## config.mk

```make
export PLATFORM = sky130hd
export DESIGN_NAME = udp_message_header_parser_core
export DESIGN_NICKNAME = d
export VERILOG_FILES = /design/src/design/umhp_pkg.sv /design/src/design/umhp_ram.sv /design/src/design/umhp_ctrl.sv /design/src/design/udp_message_header_parser_core.sv
export SDC_FILE = /design/constraint.sdc
export NUM_CORES = 1
export LEC_CHECK = 0
export BUFFER_PORTS_ARGS = -buffer_cell sky130_fd_sc_hd__buf_2
export CORE_ASPECT_RATIO = 1.1
export CORE_MARGIN = 2
export CORE_UTILIZATION = 51
export CTS_BUF_LIST = sky130_fd_sc_hd__clkbuf_8
export CTS_CLUSTER_SIZE = 14
export DETAILED_ROUTE_END_ITERATION = 10
export PLACE_DENSITY_LB_ADDON = 0.3
export SETUP_SLACK_MARGIN = 0.15
export SLEW_MARGIN = 0
export SYNTH_ARGS = -nofsm -noshare
export SYNTH_HDL_FRONTEND = slang
export SYNTH_SLANG_ARGS = --single-unit
```

## constraint.sdc

```tcl
create_clock -name clk -period 5.2 [get_ports clk]
set_clock_uncertainty 0.1 [all_clocks]
set_input_delay 1.04 -clock clk [delete_from_list [all_inputs] [get_ports clk]]
set_output_delay 1.04 -clock clk [all_outputs]
set_load 0.02 [all_outputs]
```

## src/design/umhp_pkg.sv

```systemverilog
// ----------------------------------------------------------------------------
// umhp_pkg
// Shared types and constants for the udp message header parser.
// ----------------------------------------------------------------------------
`default_nettype none

package umhp_pkg;

    // message store capacity, default for the top level parameter
    localparam int MSG_DEPTH_DEF = 128;

    // result queue behind the read-port stage
    localparam int FIFO_DEPTH = 4;

    // transaction kinds
    localparam logic [1:0] KIND_BYTE    = 2'd0;
    localparam logic [1:0] KIND_READ    = 2'd1;
    localparam logic [1:0] KIND_RELEASE = 2'd2;

    // parser phases
    localparam logic [1:0] PH_SEARCH  = 2'd0;
    localparam logic [1:0] PH_LENGTH  = 2'd1;
    localparam logic [1:0] PH_CAPTURE = 2'd2;

    // "IPD," packed as it shifts in, then the length terminator and digit base
    localparam logic [31:0] HEADER_WORD = 32'h4950_442C;
    localparam logic [7:0]  COLON_CHAR  = 8'h3A;
    localparam logic [7:0]  ZERO_CHAR   = 8'h30;
    localparam logic [7:0]  NINE_CHAR   = 8'h39;

    typedef struct packed {
        logic       ready_res;
        logic [7:0] message_length;
        logic       length_error;
    } status_t;

    typedef struct packed {
        status_t    status;
        logic [7:0] read_byte;
    } result_t;

endpackage

`default_nettype wire

```

## src/design/umhp_ram.sv

```systemverilog
// ----------------------------------------------------------------------------
// umhp_ram
// Generic single write port, single read port RAM with registered read data.
// ----------------------------------------------------------------------------
`default_nettype none

module umhp_ram #(
    parameter  int WIDTH = 8,
    parameter  int DEPTH = 128,
    localparam int AW    = (DEPTH > 1) ? $clog2(DEPTH) : 1
) (
    input  wire logic             clk,
    input  wire logic             we,
    input  wire logic [AW-1:0]    waddr,
    input  wire logic [WIDTH-1:0] wdata,
    input  wire logic             re,
    input  wire logic [AW-1:0]    raddr,
    output logic      [WIDTH-1:0] rdata
);

    logic [WIDTH-1:0] mem_reg [DEPTH];
    logic [WIDTH-1:0] rdata_reg;

    always_ff @(posedge clk)
    begin
        if (we)
        begin
            mem_reg[waddr] <= wdata;
        end
        if (re)
        begin
            rdata_reg <= mem_reg[raddr];
        end
    end

    assign rdata = rdata_reg;

endmodule

`default_nettype wire

```

## src/design/umhp_ctrl.sv

```systemverilog
// ----------------------------------------------------------------------------
// umhp_ctrl
// Header search, length accumulation and capture control. Issues store
// writes and reads and presents the status that follows each transaction.
// ----------------------------------------------------------------------------
`default_nettype none

module umhp_ctrl #(
    parameter  int MSG_DEPTH = umhp_pkg::MSG_DEPTH_DEF,
    localparam int AW        = (MSG_DEPTH > 1) ? $clog2(MSG_DEPTH) : 1
) (
    input  wire logic              clk,
    input  wire logic              rst_n,
    input  wire logic              accept,
    input  wire logic [1:0]        kind,
    input  wire logic [7:0]        data_byte,
    input  wire logic [6:0]        read_index,
    output logic                   wr_en,
    output logic      [AW-1:0]     wr_addr,
    output logic      [7:0]        wr_data,
    output logic                   rd_en,
    output logic      [AW-1:0]     rd_addr,
    output umhp_pkg::status_t      status_next
);

    localparam logic [7:0]  DEPTH_B = 8'(MSG_DEPTH);
    localparam logic [11:0] DEPTH_W = 12'(MSG_DEPTH);

    logic [31:0] window_reg, window_next;
    logic [1:0]  phase_reg, phase_next;
    logic [7:0]  remain_reg, remain_next;
    logic [7:0]  wpos_reg, wpos_next;
    logic        held_reg, held_next;
    logic        error_reg, error_next;

    logic [31:0] window_shift;
    logic        is_digit;
    logic [11:0] acc;
    logic        wpos_room;
    logic [7:0]  remain_dec;
    logic [7:0]  wpos_inc;
    logic [7:0]  index_ext;
    logic        read_hit;

    assign window_shift = {window_reg[23:0], data_byte};
    assign is_digit     = (data_byte >= umhp_pkg::ZERO_CHAR) && (data_byte <= umhp_pkg::NINE_CHAR);
    // ascii digits keep their value in the low nibble
    assign acc          = ({4'd0, remain_reg} * 12'd10) + {8'd0, data_byte[3:0]};
    assign wpos_room    = wpos_reg < DEPTH_B;
    assign remain_dec   = remain_reg - {7'd0, (remain_reg != 8'd0)};
    assign wpos_inc     = wpos_reg + {7'd0, wpos_room};
    assign index_ext    = {1'b0, read_index};
    assign read_hit     = index_ext < DEPTH_B;

    always_comb
    begin
        window_next = window_reg;
        phase_next  = phase_reg;
        remain_next = remain_reg;
        wpos_next   = wpos_reg;
        held_next   = held_reg;
        error_next  = error_reg;
        if (accept)
        begin
            case (kind)
                umhp_pkg::KIND_BYTE:
                begin
                    if (!held_reg)
                    begin
                        case (phase_reg)
                            umhp_pkg::PH_LENGTH:
                            begin
                                if (data_byte == umhp_pkg::COLON_CHAR)
                                begin
                                    if ((remain_reg == 8'd0) || (remain_reg > DEPTH_B))
                                    begin
                                        error_next  = 1'b1;
                                        window_next = '0;
                                        phase_next  = umhp_pkg::PH_SEARCH;
                                        remain_next = '0;
                                    end
                                    else
                                    begin
                                        window_next = '0;
                                        wpos_next   = '0;
                                        phase_next  = umhp_pkg::PH_CAPTURE;
                                    end
                                end
                                else if (is_digit)
                                begin
                                    if (acc > DEPTH_W)
                                    begin
                                        error_next  = 1'b1;
                                        window_next = '0;
                                        phase_next  = umhp_pkg::PH_SEARCH;
                                        remain_next = '0;
                                    end
                                    else
                                    begin
                                        remain_next = acc[7:0];
                                    end
                                end
                                else
                                begin
                                    // stray character drops the length quietly
                                    window_next = '0;
                                    phase_next  = umhp_pkg::PH_SEARCH;
                                    remain_next = '0;
                                end
                            end
                            umhp_pkg::PH_CAPTURE:
                            begin
                                wpos_next   = wpos_inc;
                                remain_next = remain_dec;
                                if ((remain_dec == 8'd0) || (wpos_inc >= DEPTH_B))
                                begin
                                    remain_next = '0;
                                    held_next   = 1'b1;
                                end
                            end
                            default:
                            begin
                                window_next = window_shift;
                                if (window_shift == umhp_pkg::HEADER_WORD)
                                begin
                                    phase_next  = umhp_pkg::PH_LENGTH;
                                    remain_next = '0;
                                end
                            end
                        endcase
                    end
                end
                umhp_pkg::KIND_RELEASE:
                begin
                    held_next   = 1'b0;
                    wpos_next   = '0;
                    window_next = '0;
                    phase_next  = umhp_pkg::PH_SEARCH;
                    remain_next = '0;
                end
                default:
                begin
                end
            endcase
        end
    end

    always_ff @(posedge clk or negedge rst_n)
    begin
        if (!rst_n)
        begin
            window_reg <= '0;
            phase_reg  <= umhp_pkg::PH_SEARCH;
            remain_reg <= '0;
            wpos_reg   <= '0;
            held_reg   <= 1'b0;
            error_reg  <= 1'b0;
        end
        else
        begin
            window_reg <= window_next;
            phase_reg  <= phase_next;
            remain_reg <= remain_next;
            wpos_reg   <= wpos_next;
            held_reg   <= held_next;
            error_reg  <= error_next;
        end
    end

    assign wr_en   = accept && (kind == umhp_pkg::KIND_BYTE) && !held_reg
                     && (phase_reg == umhp_pkg::PH_CAPTURE) && wpos_room;
    assign wr_addr = wpos_reg[AW-1:0];
    assign wr_data = data_byte;

    assign rd_en   = accept && (kind == umhp_pkg::KIND_READ) && read_hit;
    assign rd_addr = index_ext[AW-1:0];

    assign status_next.ready_res      = held_next;
    assign status_next.message_length = wpos_next;
    assign status_next.length_error   = error_next;

endmodule

`default_nettype wire

```

## src/design/udp_message_header_parser_core.sv

```systemverilog
// ----------------------------------------------------------------------------
// udp_message_header_parser_core
// Finds "IPD,<len>:" in a received byte stream and captures the payload.
// ----------------------------------------------------------------------------
// One transaction is taken every cycle while in_stall is low. Each one gives
// exactly one result: the parser state updates and the message store read is
// issued in the accept cycle, the RAM read port and the read stage register the
// data and status, and the result then enters a four-entry queue, from which it
// can leave. The queue lets the input keep flowing while a result waits at the
// output; in_stall rises once the queued results plus the transaction in the
// read stage reach four.
`default_nettype none

module udp_message_header_parser_core #(
    parameter int MSG_DEPTH = umhp_pkg::MSG_DEPTH_DEF
) (
    input  wire logic       clk,
    input  wire logic       rst_n,
    input  wire logic       in_valid,
    output logic            in_stall,
    input  wire logic [1:0] kind,
    input  wire logic [7:0] data_byte,
    input  wire logic [6:0] read_index,
    output logic            out_valid,
    input  wire logic       out_stall,
    output logic            ready_res,
    output logic      [7:0] read_byte,
    output logic      [7:0] message_length,
    output logic            length_error
);

    localparam int AW = (MSG_DEPTH > 1) ? $clog2(MSG_DEPTH) : 1;
    localparam int PW = $clog2(umhp_pkg::FIFO_DEPTH);
    localparam int CW = PW + 1;
    localparam logic [CW-1:0] FIFO_FULL = CW'(umhp_pkg::FIFO_DEPTH);

    logic               in_accept;
    logic               out_accept;
    logic               wr_en;
    logic [AW-1:0]      wr_addr;
    logic [7:0]         wr_data;
    logic               rd_en;
    logic [AW-1:0]      rd_addr;
    logic [7:0]         ram_q;
    umhp_pkg::status_t  status_next;

    logic               a_valid_reg;
    umhp_pkg::status_t  a_status_reg;
    logic               a_rd_reg;
    umhp_pkg::result_t  push_entry;

    umhp_pkg::result_t  fifo_reg [umhp_pkg::FIFO_DEPTH];
    logic [PW-1:0]      wr_ptr_reg;
    logic [PW-1:0]      rd_ptr_reg;
    logic [CW-1:0]      count_reg;
    logic [CW-1:0]      count_next;
    logic [CW-1:0]      in_flight;
    umhp_pkg::result_t  head;

    assign in_accept  = in_valid && !in_stall;
    assign out_accept = out_valid && !out_stall;

    umhp_ctrl #(
        .MSG_DEPTH (MSG_DEPTH)
    ) u_ctrl (
        .clk         (clk),
        .rst_n       (rst_n),
        .accept      (in_accept),
        .kind        (kind),
        .data_byte   (data_byte),
        .read_index  (read_index),
        .wr_en       (wr_en),
        .wr_addr     (wr_addr),
        .wr_data     (wr_data),
        .rd_en       (rd_en),
        .rd_addr     (rd_addr),
        .status_next (status_next)
    );

    umhp_ram #(
        .WIDTH (8),
        .DEPTH (MSG_DEPTH)
    ) u_store (
        .clk   (clk),
        .we    (wr_en),
        .waddr (wr_addr),
        .wdata (wr_data),
        .re    (rd_en),
        .raddr (rd_addr),
        .rdata (ram_q)
    );

    // read stage: status waits here while the store read completes
    always_ff @(posedge clk or negedge rst_n)
    begin
        if (!rst_n)
        begin
            a_valid_reg <= 1'b0;
        end
        else
        begin
            a_valid_reg <= in_accept;
        end
    end

    always_ff @(posedge clk)
    begin
        if (in_accept)
        begin
            a_status_reg <= status_next;
            a_rd_reg     <= rd_en;
        end
    end

    assign push_entry.status    = a_status_reg;
    assign push_entry.read_byte = a_rd_reg ? ram_q : 8'd0;

    // result queue
    always_ff @(posedge clk)
    begin
        if (a_valid_reg)
        begin
            fifo_reg[wr_ptr_reg] <= push_entry;
        end
    end

    always_comb
    begin
        count_next = count_reg;
        if (a_valid_reg && !out_accept)
        begin
            count_next = count_reg + CW'(1);
        end
        else if (!a_valid_reg && out_accept)
        begin
            count_next = count_reg - CW'(1);
        end
    end

    always_ff @(posedge clk or negedge rst_n)
    begin
        if (!rst_n)
        begin
            wr_ptr_reg <= '0;
            rd_ptr_reg <= '0;
            count_reg  <= '0;
        end
        else
        begin
            if (a_valid_reg)
            begin
                wr_ptr_reg <= wr_ptr_reg + PW'(1);
            end
            if (out_accept)
            begin
                rd_ptr_reg <= rd_ptr_reg + PW'(1);
            end
            count_reg <= count_next;
        end
    end

    // the transaction in the read stage already owns a queue slot
    assign in_flight = count_reg + {{(CW-1){1'b0}}, a_valid_reg};
    assign in_stall  = in_flight >= FIFO_FULL;

    assign head           = fifo_reg[rd_ptr_reg];
    assign out_valid      = count_reg != '0;
    assign ready_res      = head.status.ready_res;
    assign read_byte      = head.read_byte;
    assign message_length = head.status.message_length;
    assign length_error   = head.status.length_error;

    // queue never holds more than its depth
    assert property (@(posedge clk) disable iff (!rst_n)
        count_reg <= FIFO_FULL)
        else $error("result queue overflow");

    // captured length stays within the store
    assert property (@(posedge clk) disable iff (!rst_n)
        out_valid |-> (message_length <= 8'(MSG_DEPTH)))
        else $error("message length beyond store depth");

    // a held message always has at least one byte
    assert property (@(posedge clk) disable iff (!rst_n)
        (out_valid && ready_res) |-> (message_length != 8'd0))
        else $error("held message with no payload");

    // release clears the hold and the length
    assert property (@(posedge clk) disable iff (!rst_n)
        (in_accept && (kind == umhp_pkg::KIND_RELEASE))
        |=> (!a_status_reg.ready_res && (a_status_reg.message_length == 8'd0)))
        else $error("release did not clear message");

endmodule

`default_nettype wire

```

**Word level (Yosys, flattened, before mapping)**

Memory sizes are Yosys's and may differ from the RTL's. A register that Yosys moved wholly into a read port is not among the register bits.
Cells that the tools add are included.

- Mux-type cells: 49
- Reductions and logical operators: 28
- Order comparisons: 8
- $add $sub $neg: 8
- Eq/ne operators: 12
- Multiply operators: 1

Operator list:

| operator | number |
|---|---|
| two-way mux 24 bit | 4 |
| two-way mux 8 bit | 12 |
| case mux 24 bit (2 select lines) | 2 |
| case mux 8 bit (2 select lines) | 4 |
| equality test 32 x 31 -> 1 bit, second input constant | 1 |
| zero test 8 bit | 2 |
| two-way mux 1 bit | 16 |
| adder 12 x 4 -> 12 bit | 1 |
| greater-than comparator 12 x 8 -> 1 bit, second input constant | 1 |
| two-way mux 2 bit | 6 |
| logical AND 1 bit | 11 |
| multiplier 8 x 3 -> 11 bit, second input constant | 1 |
| AND reduction 5 bit | 2 |
| adder 8 x 1 -> 8 bit | 1 |
| equality test 8 x 6 -> 1 bit, second input constant | 1 |
| >= comparator 8 x 6 -> 1 bit, second input constant | 1 |
| >= comparator 8 bit, second input constant | 1 |
| greater-than comparator 8 bit, second input constant | 1 |
| <= comparator 8 x 6 -> 1 bit, second input constant | 1 |
| less-than comparator 7 x 8 -> 1 bit, second input constant | 1 |
| less-than comparator 8 bit, second input constant | 1 |
| case mux 2 bit (2 select lines) | 2 |
| nonzero test 8 bit | 1 |
| subtractor 8 x 1 -> 8 bit | 1 |
| other kinds (20) | 31 |

- Flip-flop bits (word level): 63
- RAM bits: 1096
- Input bits: 21
- Memories: 2
- Word-level logic and storage cells: 122

Memories:

| memory | depth | width | rd ports | clocked after memory_dff | wr ports | line | source |
|---|---|---|---|---|---|---|---|
| u_store.mem_reg | 128 | 8 | 1 | 1 | 1 | umhp_ram.sv:21 | `logic [WIDTH-1:0] mem_reg [DEPTH];` |
| fifo_reg | 4 | 18 | 1 | 0 | 1 | udp_message_header_parser_core.sv:52 | `umhp_pkg::result_t fifo_reg [umhp_pkg::FIFO_DEPTH];` |

**Logic depth before layout (Yosys ltp)**

Gate-level depths: netlist (run 1).

- Depth in word-level cells: 10
- Mapped depth: 12
- Mapped depth without buffers: 11

**Cells and area by module**

Synthesis (run 1) repeated with hierarchy kept, for this count alone.

- Cells, all modules: 2174
- Area, all modules: 46545.9 um^2

Modules (own cells, without submodules):

| module | times used | area each (um^2) | seq. area each (um^2) | cells an instance |
|---|---|---|---|---|
| umhp_ram | 1 | 39745.6 | 30989.7 | 1635 |
| udp_message_header_parser_core | 1 | 3427.0 | 2692.6 | 152 |
| umhp_ctrl | 1 | 3373.2 | 1101.1 | 387 |

**Worst setup path before layout (run 1)**

OpenSTA, ideal clock, no wires.

- Path kind: input -> register
- Start point: in read_index[0]
- End point: reg u_store.rdata_reg[0], in the netlist u_store.rdata[0] (read register of u_store.mem_reg) (data pin)
- Path slack: 1437 ps
- Stages: 6
- Required time: 4840 ps
- Path buffers: 2
- Data arrival time: 3403 ps
- Library setup time: 260 ps
- Cells stage by stage: buf_2 buf_1 mux4_2 mux4_2 mux4_2 mux2_2

- Word-level cells in the longest chain between the ends: 2

Ends and longest elaborated chain:

| element | line | source |
|---|---|---|
| from (decl) | udp_message_header_parser_core.sv:23 | `input wire logic [6:0] read_index,` |
| less-than comparator 7 x 8 -> 1 bit | umhp_ctrl.sv:53 | `assign read_hit = index_ext < DEPTH_B;` |
| logical AND 1 bit | umhp_ctrl.sv:175 | `assign rd_en = accept && (kind == umhp_pkg::KIND_READ) && read_hit;` |
| to (decl) | umhp_ram.sv:22 | `logic [WIDTH-1:0] rdata_reg;` |

Parallel ways exist; a longest one is shown, timed or not.
A chain may end at the register's enable or synchronous reset.

**Worst setup path in the final report (run 1)**

- Start point: reg a_valid_reg
- End point: mem u_store.mem_reg[20][4], enable pin

- Word-level cells in the longest chain between the ends: 10

Ends and longest elaborated chain:

| element | line | source |
|---|---|---|
| from (decl) | udp_message_header_parser_core.sv:47 | `logic a_valid_reg;` |
| from (signal assigned) | udp_message_header_parser_core.sv:102 | `a_valid_reg <= in_accept;` |
| adder 3 x 1 -> 3 bit | udp_message_header_parser_core.sv:163 | `assign in_flight = count_reg + {{(CW-1){1'b0}}, a_valid_reg};` |
| >= comparator 3 bit | udp_message_header_parser_core.sv:164 | `assign in_stall = in_flight >= FIFO_FULL;` |
| zero test 1 bit | udp_message_header_parser_core.sv:60 | `assign in_accept = in_valid && !in_stall;` |
| logical AND 1 bit | udp_message_header_parser_core.sv:60 |  |
| logical AND 1 bit (2 in series) | umhp_ctrl.sv:170 | `assign wr_en = accept && (kind == umhp_pkg::KIND_BYTE) && !held_reg` |
| logical AND 1 bit (2 in series) | umhp_ctrl.sv:171 | `&& (phase_reg == umhp_pkg::PH_CAPTURE) && wpos_room;` |
| two-way mux 1 bit | umhp_ram.sv:26 | `if (we)` |
| two-way mux 1 bit (not written as such) | umhp_ram.sv:28 | `mem_reg[waddr] <= wdata;` |
| to (decl) | umhp_ram.sv:21 |  |

Every way passes these cells.

==> flow_summary.yaml, run 1 <==
global_routing:
  grt_max_degree: 89
  first_global_vias: 23765
  gr-usage-all-layers_pct: 23.0
  grt_pass1_wl_mm: 157
  antenna_found_initial: 6
  grt_overflow: 0
route:
  via_per_inst: 6.26
  drcViolationCount: 0
  ant_nets: 0
  first_pass_iters: 8
  drt_iter0_markers: 2435
  routedWlPerCell_um: 28.7
  dr_total_vias: 23002
  postRouteWirelength_mm: 106
setup_path:
  cp-end-kind: "flop"
  worstPathMaxFanout: 9
  crit_type: "reg2reg"
  cp-start-kind: "flop"
  critPathArrivalTime_ns: 4.65
  rr_worst_depth: 7
  worstPathRequired_ns: 5.54
synth:
  synth_seq_area_share_pct: 75.1
  synth_commonest_cells: "edfxtp_1, mux4_2, nor2_1"
  ys_types: 60
  ys_seq_elements: 1167
  synth_ff_type: "edfxtp_1"
  synth_top_cell_area_share_pct: 72.3
  synth.most_common_cell: "edfxtp_1"
  synth_edf_count: 1115
  synthArstFlopShare_pct: 4.46
  ys.warnings.count: 0
  synth_top_cells_by_area: "edfxtp_1, mux4_2, dfrtp_1"
  synth_nets: 2219
  yosysTopAreaCell: "edfxtp_1"
  synth_cells: 2169
  avgSynthCellArea_um2: 21.3
  synth_area_mm2: 0.0463
finish:
  area_growth_pct: 11.6
  fin_util_pct: 57.7
  layout.nets: 2407
  largest_register_ffs: 1024
  fin_cells: 3674
  drive_above_1_share_pct: 28.5
timing:
  slew_violations: 0
  fin_crit_sh_pct: 82.8
  fmax_mhz: 232
  whs_ns: 0.198
  setup-tns-final_ns: 0
  relSlewSlack_pct: 19.4
  rsz0062_at_grt: "no"
  worst_slack_ns: 0.894
  layout_min_cycle_time_ns: 4.31
  finalHoldViolations: 0
  tightest_slew_ns: 1.20
  setup_violations: 0
cts:
  cts.clk_slew.worst_paths_ns: 0.07
  cts_tree: "done"
  clock-sinks: 1167
  cts_setup_buffers: 0
  cts_buffers: 181
  cts_buffer_depth: 3
  post_cts_resized: 0
  root_buffer: "clkbuf_8"
  hold_buffers: 0
  ctsHtreeMaxLevel: 4
  clkLatencyLatePin_ns: 0.85
placement:
  port_buffers: 40
  pre_cts_ws_ns: 0.761
  dp_hpwl_mm: 64.8
  dp.cells: 3344
  gp_congestion: 0.844
pwr:
  p_leak_nw: 16.7
  irDropWorstVdd_mv: 0.265
  p_per_area_mw_per_mm2: 383
floorplanning:
  rows: 115
  initial_core_util_pct: 51.6
  ios: 41
  die_y_um: 320
  dieArea_mm2: 0.0932
  die-width_um: 291
  core_area_mm2: 0.0896
worst_hold_path:
  hold_class: "in2async"
outcome:
  status: "completed"
job:
  drv_cap: 0
-- cell type report --
class	count	area [um2]
clock buffers	183	2520
diodes	1	2.50
clock inverters	146	941
fillers	6446	38000
inverters	26	97.6
multi-input cells	865	10900
repair buffers	116	938
well taps	1170	1460
flip-flops and latches	1167	34800
-- worst paths after layout --
kind	start	end	slack, ns
max	a_valid_reg	u_store.mem_reg[20][4]	0.89
min	rst_n	count_reg[2]	0.20
max reg2reg	a_valid_reg	u_store.mem_reg[20][4]	0.89
min reg2reg	u_ctrl.error_reg	u_ctrl.error_reg	0.37
max in group asynchronous	rst_n	u_ctrl.window_reg[10]	4.30
min in group clk	u_ctrl.error_reg	u_ctrl.error_reg	0.37
-- through the flow --
| stage | area [um2] | total power, mW |
|---|---|---|
| global placement | 48200 | 12.6 |
| global route | 51700 | 20.4 |
| floorplan | 46300 | 12.0 |
| CTS | 51700 | 19.9 |
| finish | 51700 | 19.8 |
| detailed placement | 48200 | 12.7 |
-- layer usage --
layer  routed length [um]  GRT usage [%]  vias to the layer above  share of wire (%)
li1                     -              -                     9469                  -
met1                41300           31.3                    12182                 39
met2                52600           37.6                     1160                 50
met3                 8740           4.69                      189                8.3
met4                 2880           7.60                        2                2.7
met5                   14              0                        -              0.013
-- placed cells by master (no fill, tap or decap), types with 31 or more instances in the layout --
cell type	count
nand2_1	63
inv_1	81
mux4_2	354
nor2_1	150
clkinv_1	48
edfxtp_1	1115
nand4_1	31
clkbuf_8	183
nand3_1	67
dfrtp_1	52
buf_4	75
-- cells by family (layout without fill, tap and decap cells) --
| logic type | count (synthesis) | in the layout | synth area share [%] |
|---|---|---|---|
| DFF | 1167 | 1167 | 75.1 |
| and+or+nand+nor | 380 | 380 | 3.87 |
| muxes | 365 | 365 | 17.5 |
| buffers and inverters | 137 | 471 | 1.25 |
| AOI/OAI and AO/OA | 72 | 72 | 1.08 |
| adders and majority gates | 29 | 29 | 0.832 |
| xor gates and xnor gates | 19 | 19 | 0.359 |
| other | 0 | 1 | 0 |
-- worst max-delay path: stages (launching register included) --
cell and delay (ns):
dfrtp_1 0.50, nand3_1 0.13, xor2_1 0.26, nand2_1 0.23, nor4_1 0.77, and4bb_2 0.42
nand2_1 0.40, nor2_1 1.07
-- power by group --
| part | internal, mW | switching (mW) | leakage (nW) |
|---|---|---|---|
| registers | 10.6 | 0.209 | 10.7 |
| logic | 0.689 | 0.969 | 3.96 |
| clock network | 3.76 | 3.57 | 1.97 |
Note: power is estimated with default switching activity, not from simulation.
==> run 2: changes to the inputs <==
- clock period: 5.2 -> 4.3 ns (I/O delays scaled with it)
==> run 2 against run 1 <==
Sequential cell count did not move. Sequential share of layout area fell by 0.59 points. Global-route usage decreased by 0.28 points. Clock-buffer cell count is 4 higher. Critical path type unchanged. Critical endpoint is now a_status_reg[9].
==> flow_summary.yaml, run 2 (synthesis gave the netlist of run 1 again) <==
pwr:
  p_sw_share_pct: 23.6
  p_leak_nw: 16.9
  p_per_area_mw_per_mm2: 456
  irDropWorstVdd_mv: 0.313
  netSwitchingPower_mw: 5.60
  p_comb_share_pct: 8.6
  intPower_mw: 18.2
  seqPwrFrac_pct: 54.7
  clockPowerShare_pct: 36.7
setup_path:
  r2r_setup_slack_ns: 0.53
  worstPathRequired_ns: 4.81
  worstPathMaxFanout: 8
  critPathArrivalTime_ns: 4.28
  crit_type: "reg2reg"
  worstPathCellList: "nor3_1, nand4_1, ha_1, ha_1, or3b_1, nor4_1, or4_1, o41a_1, nor2_1, a2bb2oi_1"
  reg2reg_from: "u_ctrl.remain_reg[2]"
  r2r_end: "a_status_reg[9]"
  cp-startpoint: "u_ctrl.remain_reg[2]"
  rr_worst_depth: 10
  critPathSlowestCell: "o41a_1"
  crit_end: "a_status_reg[9]"
  cp-end-kind: "flop"
  crit_top_cell: "ha_1"
  cp-start-kind: "flop"
  critical-path-max-stage-delay_ns: 0.54
placement:
  dp_hpwl_mm: 64.8
  port_buffers: 40
  gp_congestion: 0.839
floorplanning:
  rows: 115
  ios: 41
  die-width_um: 291
  die_y_um: 320
  dieArea_mm2: 0.0932
  initial_core_util_pct: 51.6
  core_area_mm2: 0.0896
global_routing:
  grt_use_met2_pct: 36.5
  antenna_found_initial: 4
  grt_max_degree: 130
  met3_usage_pct: 4.95
  first_global_vias: 23695
  met1_usage_pct: 31.3
  grt.busiest_layer: "met2"
  grt_pass1_wl_mm: 155
  gr-usage-all-layers_pct: 22.7
  grt_overflow: 0
worst_hold_path:
  hold_class: "in2reg"
cts:
  cts_buffers: 176
  cts_buffer_depth: 3
  cts_setup_buffers: 0
  cts_tree: "done"
  cts.clk_slew.worst_paths_ns: 0.07
  root_buffer: "clkbuf_8"
  ctsHtreeMaxLevel: 4
  post_cts_resized: 0
  clkLatencyLatePin_ns: 0.83
  clock-sinks: 1167
finish:
  area_growth_pct: 12.6
  final_common_cell: "edfxtp_1"
  layout.nets: 2463
  final_cell_mix: "edfxtp_1, mux4_2, clkbuf_8"
  drive_above_1_share_pct: 30.3
  largest_register_ffs: 1024
route:
  postRouteWirelength_mm: 104
  drt_iter0_markers: 2730
  routedWlPerCell_um: 28.0
  ant_nets: 0
  drcViolationCount: 0
  via_per_inst: 6.18
  dr_total_vias: 23002
  first_pass_iters: 5
timing:
  tightest_slew_ns: 1.02
  slew_violations: 0
  relSlewSlack_pct: 32.0
  fin_crit_sh_pct: 87.7
  rsz0062_at_grt: "no"
  fmax_mhz: 265
  setup_violations: 0
  finalHoldViolations: 0
  setup-tns-final_ns: 0
  layout_min_cycle_time_ns: 3.77
  whs_ns: 0.273
job:
  drv_cap: 0
outcome:
  status: "completed"
run 2: changes by cell type in the layout (fill, tap and decap cells not counted), sizes merged:
| cell | before | now |
|---|---|---|
| buf | 116 | 176 |
| bufinv | 9 | 8 |
| clkbuf | 183 | 187 |
| clkinv | 75 | 59 |
| clkinvlp | 2 | 3 |
| diode | 1 | 3 |
| dlygate4sd3 | 0 | 1 |
| inv | 86 | 82 |
run 2: final cells by class:
| type | instances | area, um2 |
|---|---|---|
| tap | 1170 | 1460 |
| timing repair buffer | 177 | 1470 |
| inverter | 26 | 97.6 |
| sequential | 1167 | 34800 |
| clock buffer | 187 | 2570 |
| fill | 6321 | 37500 |
| antenna | 3 | 7.51 |
| multi-input combinational | 865 | 10900 |
| clock inverter | 126 | 800 |
run 2: what timing repair did:
item,in CTS,in global routing
endpoints found under the setup margin,0,0
hold buffers,1,0
hold endpoints to repair,18,0
run 2: how the worst min path moves through the flow:
stage                                start          endpoint  slack, ns  cells past startpoint
after floorplan           u_ctrl.error_reg  u_ctrl.error_reg       0.33                      1
after global placement    u_ctrl.error_reg  u_ctrl.error_reg       0.35                      1
after detailed placement  u_ctrl.error_reg  u_ctrl.error_reg       0.36                      1
after CTS                        out_stall     rd_ptr_reg[0]       0.23                      3
after global routing             out_stall     rd_ptr_reg[0]       0.25                      3
final                            out_stall     rd_ptr_reg[0]       0.27                      3
run 2: per-stage QoR:
step | power [mW] | std cells | setup slack (ns) | area (um2) | utilization, %
global placement | 15.2 | 3404 | 0.477 | 48800 | 54.4
finish | 23.8 | 3721 | 0.530 | 52100 | 58.2
global route | 24.6 | 3720 | 0.376 | 52100 | 58.2
detailed placement | 15.3 | 3404 | 0.453 | 48800 | 54.4
CTS | 23.9 | 3718 | 0.577 | 52100 | 58.2
floorplan | 14.5 | 2169 | 0.717 | 46300 | -
run 2: power by group through the flow:
stage / registers, mW / clock network (mW) / logic, mW
final: 13.0 / 8.72 / 2.04
after detailed placement: 13.2 / 0 / 2.08
after CTS: 13.0 / 8.87 / 2.08
after floorplan: 13.1 / 0 / 1.37
after global routing: 13.0 / 9.37 / 2.21
after global placement: 13.2 / 0 / 2.03
run 2: worst max-delay path, delay by kind of cell (launching register included):
family	cells	cell delay (ns)
flip-flops	1	0.50
AO/OA/AOI/OAI	2	0.86
adder cells (fa/ha/maj)	2	0.52
AND/OR/NAND/NOR	6	1.56
run 2: metal layers:
layer  wire length (um)  vias to the layer above
met5                 38                        -
met4               2940                        6
met3               8490                      178
met2              51600                     1127
met1              41000                    12124
li1                   -                     9567
